File: src/hdl/vna_ram.sv
// vna_ram: generic single-write, single-read RAM with registered read data
// no dependencies

module vna_ram #(
	parameter int WIDTH = 8,
	parameter int DEPTH = 16
) (
	input  logic                                       clk,
	input  logic                                       we,
	input  logic [((DEPTH > 1) ? $clog2(DEPTH) : 1)-1:0] waddr,
	input  logic [WIDTH-1:0]                           wdata,
	input  logic                                       re,
	input  logic [((DEPTH > 1) ? $clog2(DEPTH) : 1)-1:0] raddr,
	output logic [WIDTH-1:0]                           rdata
);

	logic [WIDTH-1:0] mem_q [DEPTH];
	logic [WIDTH-1:0] rdata_q;

	always_ff @(posedge clk) begin
		if (we) begin
			mem_q[waddr] <= wdata;
		end
		if (re) begin
			rdata_q <= mem_q[raddr];
		end
	end

	assign rdata = rdata_q;

endmodule

File: config.mk
export PLATFORM = sky130hd
export DESIGN_NAME = vna_ram
export DESIGN_NICKNAME = d
export VERILOG_FILES = /design/src/hdl/vna_ram.sv
export SDC_FILE = /design/constraint.sdc
export NUM_CORES = 1
export LEC_CHECK = 0
export ABC_CLOCK_PERIOD_IN_PS = 2400
export BUFFER_PORTS_ARGS = -buffer_cell sky130_fd_sc_hd__buf_2
export CORE_UTILIZATION = 45
export CTS_CLUSTER_SIZE = 28
export DETAILED_ROUTE_END_ITERATION = 10
export GPL_TIMING_DRIVEN = 1
export PLACE_DENSITY_LB_ADDON = 0.3
export REMOVE_ABC_BUFFERS = 1
export SLEW_MARGIN = 0
export SYNTH_ARGS = -nofsm -noshare
export SYNTH_HDL_FRONTEND = slang
export SYNTH_SLANG_ARGS = --single-unit
File: constraint.sdc
create_clock -name clk -period 2.4 [get_ports clk]
set_clock_uncertainty 0.1 [all_clocks]
set_input_delay 0.48 -clock clk [delete_from_list [all_inputs] [get_ports clk]]
set_output_delay 0.48 -clock clk [all_outputs]
set_load 0.02 [all_outputs]
==> key figures <==
Critical path
  • R2R Setup Slk: 790 ps
  • Crit start category: primary input
  • Worst EP required: 2440 ps
  • Arr. time, crit path: 1760 ps
  • CP Capture Type: flip-flop
  • Reg2reg start: mem_q[0][7]$_DFFE_PP_
  • Worst R2R End: rdata[7]$_DFFE_PP_
  • Crit Path Max Fanout: 19
  • R2R depth: 3
  • Critical path class: primary input to flip-flop

Finish
  • Register area: 4084 um2
  • Share of layout cells above drive strength 1: 32.55%
  • Ant diodes: 0
  • Multi-input gate area: 1057 um2
  • Layout filler cell count: 807
  • Nets: 304
  • Area Overhead vs Synth: 21.88%
  • Post-Route Utilization: 57.51%

Placed design
  • PortBufs: 26
  • Placer Congestion: between 0.6 and 0.7
  • HPWL after DPL: about 6.2 mm

Global routing
  • Largest net degree at the start of global routing: 33
  • Remaining Overflow, GRT: 0
  • Initial antenna violation count: 0
  • Vias in the first global route: 2534
  • First-pass GRT wire length: 15.15 mm
  • Gr usage total: 18.76%

CTS
  • Clock Path Buffers: 2
  • Post-CTS Setup Bufs: 0
  • CTS clk-pin slew, worst paths: 60 ps
  • CTS tree: yes
  • Root Buffer: clkbuf_16
  • Worst-Skew Late Latency: ~410 ps
  • Num Clock Sinks: 136
  • Clock H-tree levels: 4
  • CTS Buf Count: 17
  • Post-CTS Resized: 0
  • Cts hold-fix bufs: 0

Floorplan
  • Core region area: roughly 11000 um2
  • Die height: about 110 um
  • Full die area: 12050 um2
  • Die W: about 110 um
  • Initial Util: 47.19%
  • Placement Rows: 38
  • Io pins: 27

Synth
  • Top area cells in the synthesized netlist: edfxtp_1 (78%), mux4_2 (7.8%), mux4_1 (7.0%)
  • Post-synth top flop: edfxtp_1
  • Post-Syn Instances: 229
  • Post-synth top cells: edfxtp_1 (136), mux4_2 (18), a22oi_1 (16), mux4_1 (14), nor2_1 (13)
  • Post-synth EDFFs: roughly 140
  • Synthesis Warnings: 0
  • Syn Std Cell Area: 5228 um2
  • Ys async rst share: 0%
  • Syn avg cell area: 22.83 um2
  • Sequential area share after synthesis: around four fifths
  • Top-count cell post-synth: edfxtp_1
  • Synthesis-stage register bit count: 136
  • Top cell type's share of synthesized area: 78.12%
  • Netlist cell types: 18
  • Yosys top cell by area: edfxtp_1

Timing
  • RSZ-0062 raised after global routing: no
  • Worst-margin pin slew: 387.3 ps
  • Final Hold Vio Count: 0
  • Setup TNS: 0 ps
  • Max frequency: around 0.58 GHz
  • Fin crit share: a little under three quarters
  • Max-slew headroom: 74.18%
  • Minimum clock period: 1713 ps
  • Pins over their slew limit: 0
  • Final count of negative-setup-slack endpoints: 0

Hold path
  • Hold path start: re
  • Hold Crit Depth: 1
  • Hold path endpoint: rdata[3]$_DFFE_PP_
  • Hold Crit Class: primary input to flip-flop

Drt
  • DRC: 0
  • Vias/cell: ~5.6
  • First DRT Iteration DRCs: between 150 and 200
  • Routed Antenna Nets: 0
  • DR WL/cell: between 20 and 25 um
  • DRT Wirelength: 9.762 mm
  • Vias: approximately 2500
  • First drt pass iteration count: 4

Pwr
  • Worst vdd ir: 0.4470 mV
  • Power density over the cells: 962.5 nW/um2
  • Leak: 2.184 nW

Status
  • Status: complete, no violations

Job
  • Max Cap Viol: 0
==> where the power goes <==
part,leakage [nW],switching [mW],internal [mW]
clock network,0.350,0.926,2.26
registers,1.24,0.0153,2.68
logic,0.598,0.149,0.109
==> cell families (layout without fill, tap and decap cells) <==
family	after synthesis	after routing	synth area share, %
AOI/OAI and AO/OA	16	16	2.298
buffers and inverters	10	79	1.651
DFF	136	136	78.12
muxes	32	32	14.79
and+or+nand+nor	35	35	3.136
==> per-stage QoR <==
step / setup slack (ps) / cells / power (mW) / area, um2 / hold WS [ps]
after global placement: 259.6 / 406 / 2.995 / 5642 / 640.3
after global routing: 658.7 / 438 / 6.295 / 6371 / 362.1
after detailed placement: 254.3 / 406 / 3.003 / 5642 / 641.3
final: 686.7 / 438 / 6.132 / 6371 / 355.2
after CTS: 697.9 / 438 / 6.169 / 6371 / 347.6
after floorplan: 327.1 / 219 / 2.857 / 5141 / 478.9
==> placed cells by master, fill, tap and decap left out, types with 2 or more instances in the layout <==
cell	count
edfxtp_1	136
buf_2	26
mux4_2	18
buf_4	18
clkbuf_16	17
a22oi_1	16
mux4_1	14
nor2_1	13
nand2_1	9
bufinv_16	9
nor3_1	4
clkinv_2	3
buf_12	3
nand3b_1	2
nand2b_1	2
clkinvlp_4	2
==> how the worst max path moves through the flow <==
| stage | from | to | slack [ps] | depth (start not counted) |
|---|---|---|---|---|
| 2_1_floorplan | waddr[2] | mem_q[0][0]$_DFFE_PP_ | 330 | 2 |
| 3_3_place_gp | raddr[0] | rdata[1]$_DFFE_PP_ | 260 | 5 |
| 3_5_place_dp | raddr[0] | rdata[4]$_DFFE_PP_ | 250 | 5 |
| 4_1_cts | raddr[0] | rdata[4]$_DFFE_PP_ | 700 | 5 |
| 5_1_grt | raddr[0] | rdata[4]$_DFFE_PP_ | 660 | 5 |
| 6_report | raddr[0] | rdata[4]$_DFFE_PP_ | 690 | 5 |
==> state kept, by name, indices dropped and copies added (netlist names) <==
signal	count
mem_q	128
rdata	8
==> metal layers <==
layer | part of all wire (%) | global-route usage, % | vias up | wire, um
met5 | 0 | 0 | - | 0
met4 | 0.88 | 9.143 | 0 | 86
met3 | 5.7 | 3.853 | 6 | 555
met2 | 51 | 29.02 | 83 | 5008
met1 | 42 | 25.58 | 1264 | 4112
li1 | - | - | 1098 | -
==> layout make-up <==
| cell class | count | area share [%] |
|---|---|---|
| clock inverters | 14 | 4.713 |
| multi-input cells | 83 | 16.59 |
| clock buffers | 18 | 6.736 |
| flip-flops and latches | 136 | 64.10 |
| repair buffers | 47 | 5.106 |
| well taps | 140 | 2.749 |
==> worst max-delay path, cell delays in order <==
cell     delay [ps]
buf_2           130
buf_12          200
mux4_1          560
a22oi_1         250
nand2_1         130
Note: power is estimated with default switching activity, not from simulation.
