## config.mk

```make
export PLATFORM = sky130hd
export DESIGN_NAME = vna_sat_add
export DESIGN_NICKNAME = d
export VERILOG_FILES = /design/src/hdl/vna_pkg.sv /design/src/hdl/vna_sat_add.sv
export SDC_FILE = /design/constraint.sdc
export NUM_CORES = 1
export LEC_CHECK = 0
export BUFFER_PORTS_ARGS = -buffer_cell sky130_fd_sc_hd__buf_4
export CAP_MARGIN = 20
export CORE_AREA = 2 2 118 131
export DETAILED_ROUTE_END_ITERATION = 12
export DIE_AREA = 0 0 120 133
export GPL_TIMING_DRIVEN = 0
export PLACE_DENSITY = 0.71
export SKIP_LAST_GASP = 1
export SYNTH_ARGS = -nofsm -noshare
export SYNTH_HDL_FRONTEND = slang
export SYNTH_SLANG_ARGS = --single-unit
```

## constraint.sdc

```tcl
create_clock -name vclk -period 2.7
set_input_delay 0 -clock vclk [all_inputs]
set_output_delay 0 -clock vclk [all_outputs]
set_load 0.01 [all_outputs]
```

## src/hdl/vna_pkg.sv

```systemverilog
// vna_pkg: shared types, constants and index helpers of the vertex normal accumulator
// depends on nothing; imported by vna_sat_add and vertex_normal_accumulator

package vna_pkg;

	localparam int NUM_VERTICES = 4096;
	localparam int ADDR_W       = (NUM_VERTICES > 1) ? $clog2(NUM_VERTICES) : 1;
	localparam int VERTEX_W     = 12;
	localparam int SUM_W        = 32;
	localparam int OP_W         = 2;

	localparam logic [OP_W-1:0] OP_ACCUMULATE = 2'd0;
	localparam logic [OP_W-1:0] OP_READ       = 2'd1;
	localparam logic [OP_W-1:0] OP_WRITE      = 2'd2;

	localparam logic signed [SUM_W-1:0] SUM_MAX = {1'b0, {(SUM_W-1){1'b1}}};
	localparam logic signed [SUM_W-1:0] SUM_MIN = {1'b1, {(SUM_W-1){1'b0}}};

	localparam logic [ADDR_W-1:0] LAST_ADDR = ADDR_W'(NUM_VERTICES - 1);

	typedef struct packed {
		logic signed [SUM_W-1:0] z;
		logic signed [SUM_W-1:0] y;
		logic signed [SUM_W-1:0] x;
	} sum3_t;

	typedef struct packed {
		logic  mark;
		sum3_t sums;
	} entry_t;

	typedef struct packed {
		logic  sat;
		sum3_t sums;
	} sat_res_t;

	localparam int ENTRY_W = $bits(entry_t);

	function automatic logic idx_ok(input logic [VERTEX_W-1:0] idx);
		logic [ADDR_W+VERTEX_W-1:0] w;
		w = {{ADDR_W{1'b0}}, idx};
		return w < (ADDR_W+VERTEX_W)'(NUM_VERTICES);
	endfunction

	function automatic logic [ADDR_W-1:0] to_addr(input logic [VERTEX_W-1:0] idx);
		logic [ADDR_W+VERTEX_W-1:0] w;
		w = {{ADDR_W{1'b0}}, idx};
		return w[ADDR_W-1:0];
	endfunction

endpackage

```

## src/hdl/vna_sat_add.sv

```systemverilog
// vna_sat_add: shared three-lane saturating adder used for every corner update
// depends on vna_pkg

module vna_sat_add
	import vna_pkg::*;
(
	input  sum3_t    acc,
	input  sum3_t    addend,
	output sat_res_t res
);

	logic [SUM_W:0] sx, sy, sz;
	logic           ovx, ovy, ovz;

	// one extra bit catches overflow: top two bits differ
	assign sx = {acc.x[SUM_W-1], acc.x} + {addend.x[SUM_W-1], addend.x};
	assign sy = {acc.y[SUM_W-1], acc.y} + {addend.y[SUM_W-1], addend.y};
	assign sz = {acc.z[SUM_W-1], acc.z} + {addend.z[SUM_W-1], addend.z};

	assign ovx = sx[SUM_W] ^ sx[SUM_W-1];
	assign ovy = sy[SUM_W] ^ sy[SUM_W-1];
	assign ovz = sz[SUM_W] ^ sz[SUM_W-1];

	always_comb begin
		res.sums.x = ovx ? (sx[SUM_W] ? SUM_MIN : SUM_MAX) : sx[SUM_W-1:0];
		res.sums.y = ovy ? (sy[SUM_W] ? SUM_MIN : SUM_MAX) : sy[SUM_W-1:0];
		res.sums.z = ovz ? (sz[SUM_W] ? SUM_MIN : SUM_MAX) : sz[SUM_W-1:0];
		res.sat    = ovx | ovy | ovz;
	end

endmodule

```

==> metrics.md <==
| Metric | Value |
|---|---|
| Register area share after synthesis | `0%` |
| Min Hold Slack | `0.437 ns` |
| Crit path capture type | `primary output` |
| Worst slew margin | `42.5%` |
| Worst EP required | `2.70 ns` |
| Max-slew violation count | `0` |
| Dpl ws | `-0.747 ns` |
| Final worst slack | `-0.272 ns` |
| Full die area | `16000 um^2` |
| Worst hold path type | `input pin to primary output` |
| Grt met2 use | `46.0%` |
| DRC violation count after routing | `0` |
| Final core utilization | `64.0%` |
| Drt pass-1 iters | `5` |
| Post-route ant nets | `0` |
| Initial Util | `38.9%` |
| First-pass GRT wire length | `33800 um` |
| Routed wire length | `22900 um` |
| Nets | `1468` |
| Pin count of the biggest net entering global routing | `11` |
| Worst path max stage delay | `0.52 ns` |
| Reg power frac | `0%` |
| Dpl hpwl | `17500 um` |
| Internal power | `1810 uW` |
| Multi-input logic area | `6080 um^2` |
| Met3 Use GR | `3.32%` |
| Final Hold Viols | `0` |
| CP startpoint kind | `input pin` |
| Initial antenna violation count | `0` |
| Worst path arrival time | `2.97 ns` |
| Synthesized area per cell | `6.87 um^2` |
| Number of global-route vias before repair | `7247` |
| Worst-margin pin slew | `0.855 ns` |
| Total track usage | `25.1%` |
| Die width | `120 um` |
| Final setup viols | `44` |
| Iter 0 DRT Violations | `435` |
| Crit path cell chain | `buf_6, ha_4, inv_2, fa_2, and2b_1, o2111a_1, or4b_4, a41o_4, a31o_4, a31oi_4, nor2b_2, mux2i_4, buf_12, buf_8, o21ai_1, buf_4` |
| Share of layout cells above drive strength 1 | `41.2%` |
| DR WL/cell | `16.7 um` |
| Top Usage Layer GRT | `met2` |
| Syn. warnings | `0` |
| Clock buffer count in the final layout | `0` |
| Crit path kind | `input pin to primary output` |
| Final critical-path required period | `2.97 ns` |
| Failing checks | `setup timing` |
| Max Fclk | `336 MHz` |
| Antenna diode count | `0` |
| Io pins | `289` |
| Via count | `7654` |
| Logic pwr share | `100.0%` |
| Commonest non-fill, non-tap cells in the layout | `buf_4, a21oi_1, ha_1, nand2_1, o21ai_0` |
| Slowest CP cell | `or4b_4` |
| Sequential Area | `0 um^2` |
| Flip-flop and latch count | `0` |
| Port Buffers | `289` |
| Leak Pwr | `0.00447 uW` |
| Crit path max fanout | `7` |
| Pwr dens | `379 nW/um^2` |
| Site row count | `47` |
| DR vias/cell | `5.58` |
| Core ar. | `14800 um^2` |
| Yosys cell types | `73` |
| Most common cell after layout, fill and taps aside | `buf_4` |
| Post-Syn Instances | `835` |
| Layout filler cell count | `1321` |
| Met1 usage | `29.9%` |
| Syn_nets | `1126` |
| Sw Share | `49.5%` |
| Routability cong. | `0.914` |
| Switch Pwr | `1770 uW` |
| Worst Hold Depth | `5` |
| Post-Syn Area | `5740 um^2` |
| Peak supply drop | `0.000222 V` |
| Max-cap violation count | `0` |
| Layout area overhead | `64.5%` |
| Total gr overflow | `0` |
| Status | `finished, violations left` |
| RSZ-0062 raised after global routing | `true` |
| Clock share of power | `0%` |
| Period utilisation layout | `110%` |
| Die Height | `133 um` |
==> worst paths after layout <==
kind	startpoint	slack [ns]	endpoint
max	addend[0]	-0.27	res[26]
min	acc[64]	0.44	res[64]
==> power groups by stage <==
| stage | clock network (uW) | registers, uW | logic (uW) |
|---|---|---|---|
| floorplan | 0 | 0 | 1650 |
| global placement | 0 | 0 | 2850 |
| detailed placement | 0 | 0 | 2860 |
| CTS | 0 | 0 | 3170 |
| global route | 0 | 0 | 3830 |
| finish | 0 | 0 | 3580 |
==> metal layers <==
metal	routed length (um)	vias to the layer above
met2	11600	280
li1	-	3815
met3	1440	48
met1	9160	3511
met5	0	-
met4	677	0
==> layout make-up <==
| class | instances | share of cell area (%) |
|---|---|---|
| inverter | 41 | 1.63 |
| multi-input combinational | 768 | 64.4 |
| tap | 196 | 2.60 |
| timing repair buffer | 343 | 28.9 |
| buffer | 23 | 2.43 |
==> Yosys cell counts, drive strengths merged (12+ instances only) <==
library cell	instances	area share (%)
o21bai	13	1.7
nand2	61	4.0
nand3	18	1.6
a21o	35	4.6
xor2	38	5.8
a21oi	146	13
nor2	41	2.7
o211ai	17	2.2
a31oi	15	1.6
ha	96	21
nand2b	12	1.3
o21ai	77	6.9
clkbuf	16	1.1
xnor2	46	7.0
inv	41	2.7
==> cells by family after synthesis <==
logic type	Yosys count	synth area share, %
buffers and inverters	68	5.23
multiplexers	5	1.20
XOR/XNOR	84	12.8
AND/OR/NAND/NOR	202	17.3
adder cells (fa/ha/maj)	106	23.2
AO/OA/AOI/OAI	370	40.2
==> critical path: cells and delay by family <==
| family | cells | cell delay [ns] |
|---|---|---|
| AO/OA/AOI/OAI | 5 | 1.09 |
| adder cells (fa/ha/maj) | 2 | 0.35 |
| AND/OR/NAND/NOR | 3 | 0.79 |
| multiplexers | 1 | 0.16 |
| buffers and inverters | 5 | 0.60 |
==> per-stage QoR <==
stage               std cells  power, uW  cell area (um^2)  setup TNS (ns)
finish                   1371       3580              9440           -7.64
CTS                      1350       3170              8780           -7.37
floorplan                 835       1650              5740               0
global route             1371       3830              9440          -12.76
global placement         1320       2850              8160          -49.98
detailed placement       1320       2860              8160          -48.89
==> timing repair <==
action / 4_1_cts / 5_1_grt
setup endpoints to repair: 96 / 95
resized for setup: 107 / 108
hold buffers: 0 / 0
hold endpoints to repair: 0 / 0
setup buffers: 29 / 19
gates cloned: 3 / 4
pin swaps: 26 / 28
Power figures use the tool's default switching activity.
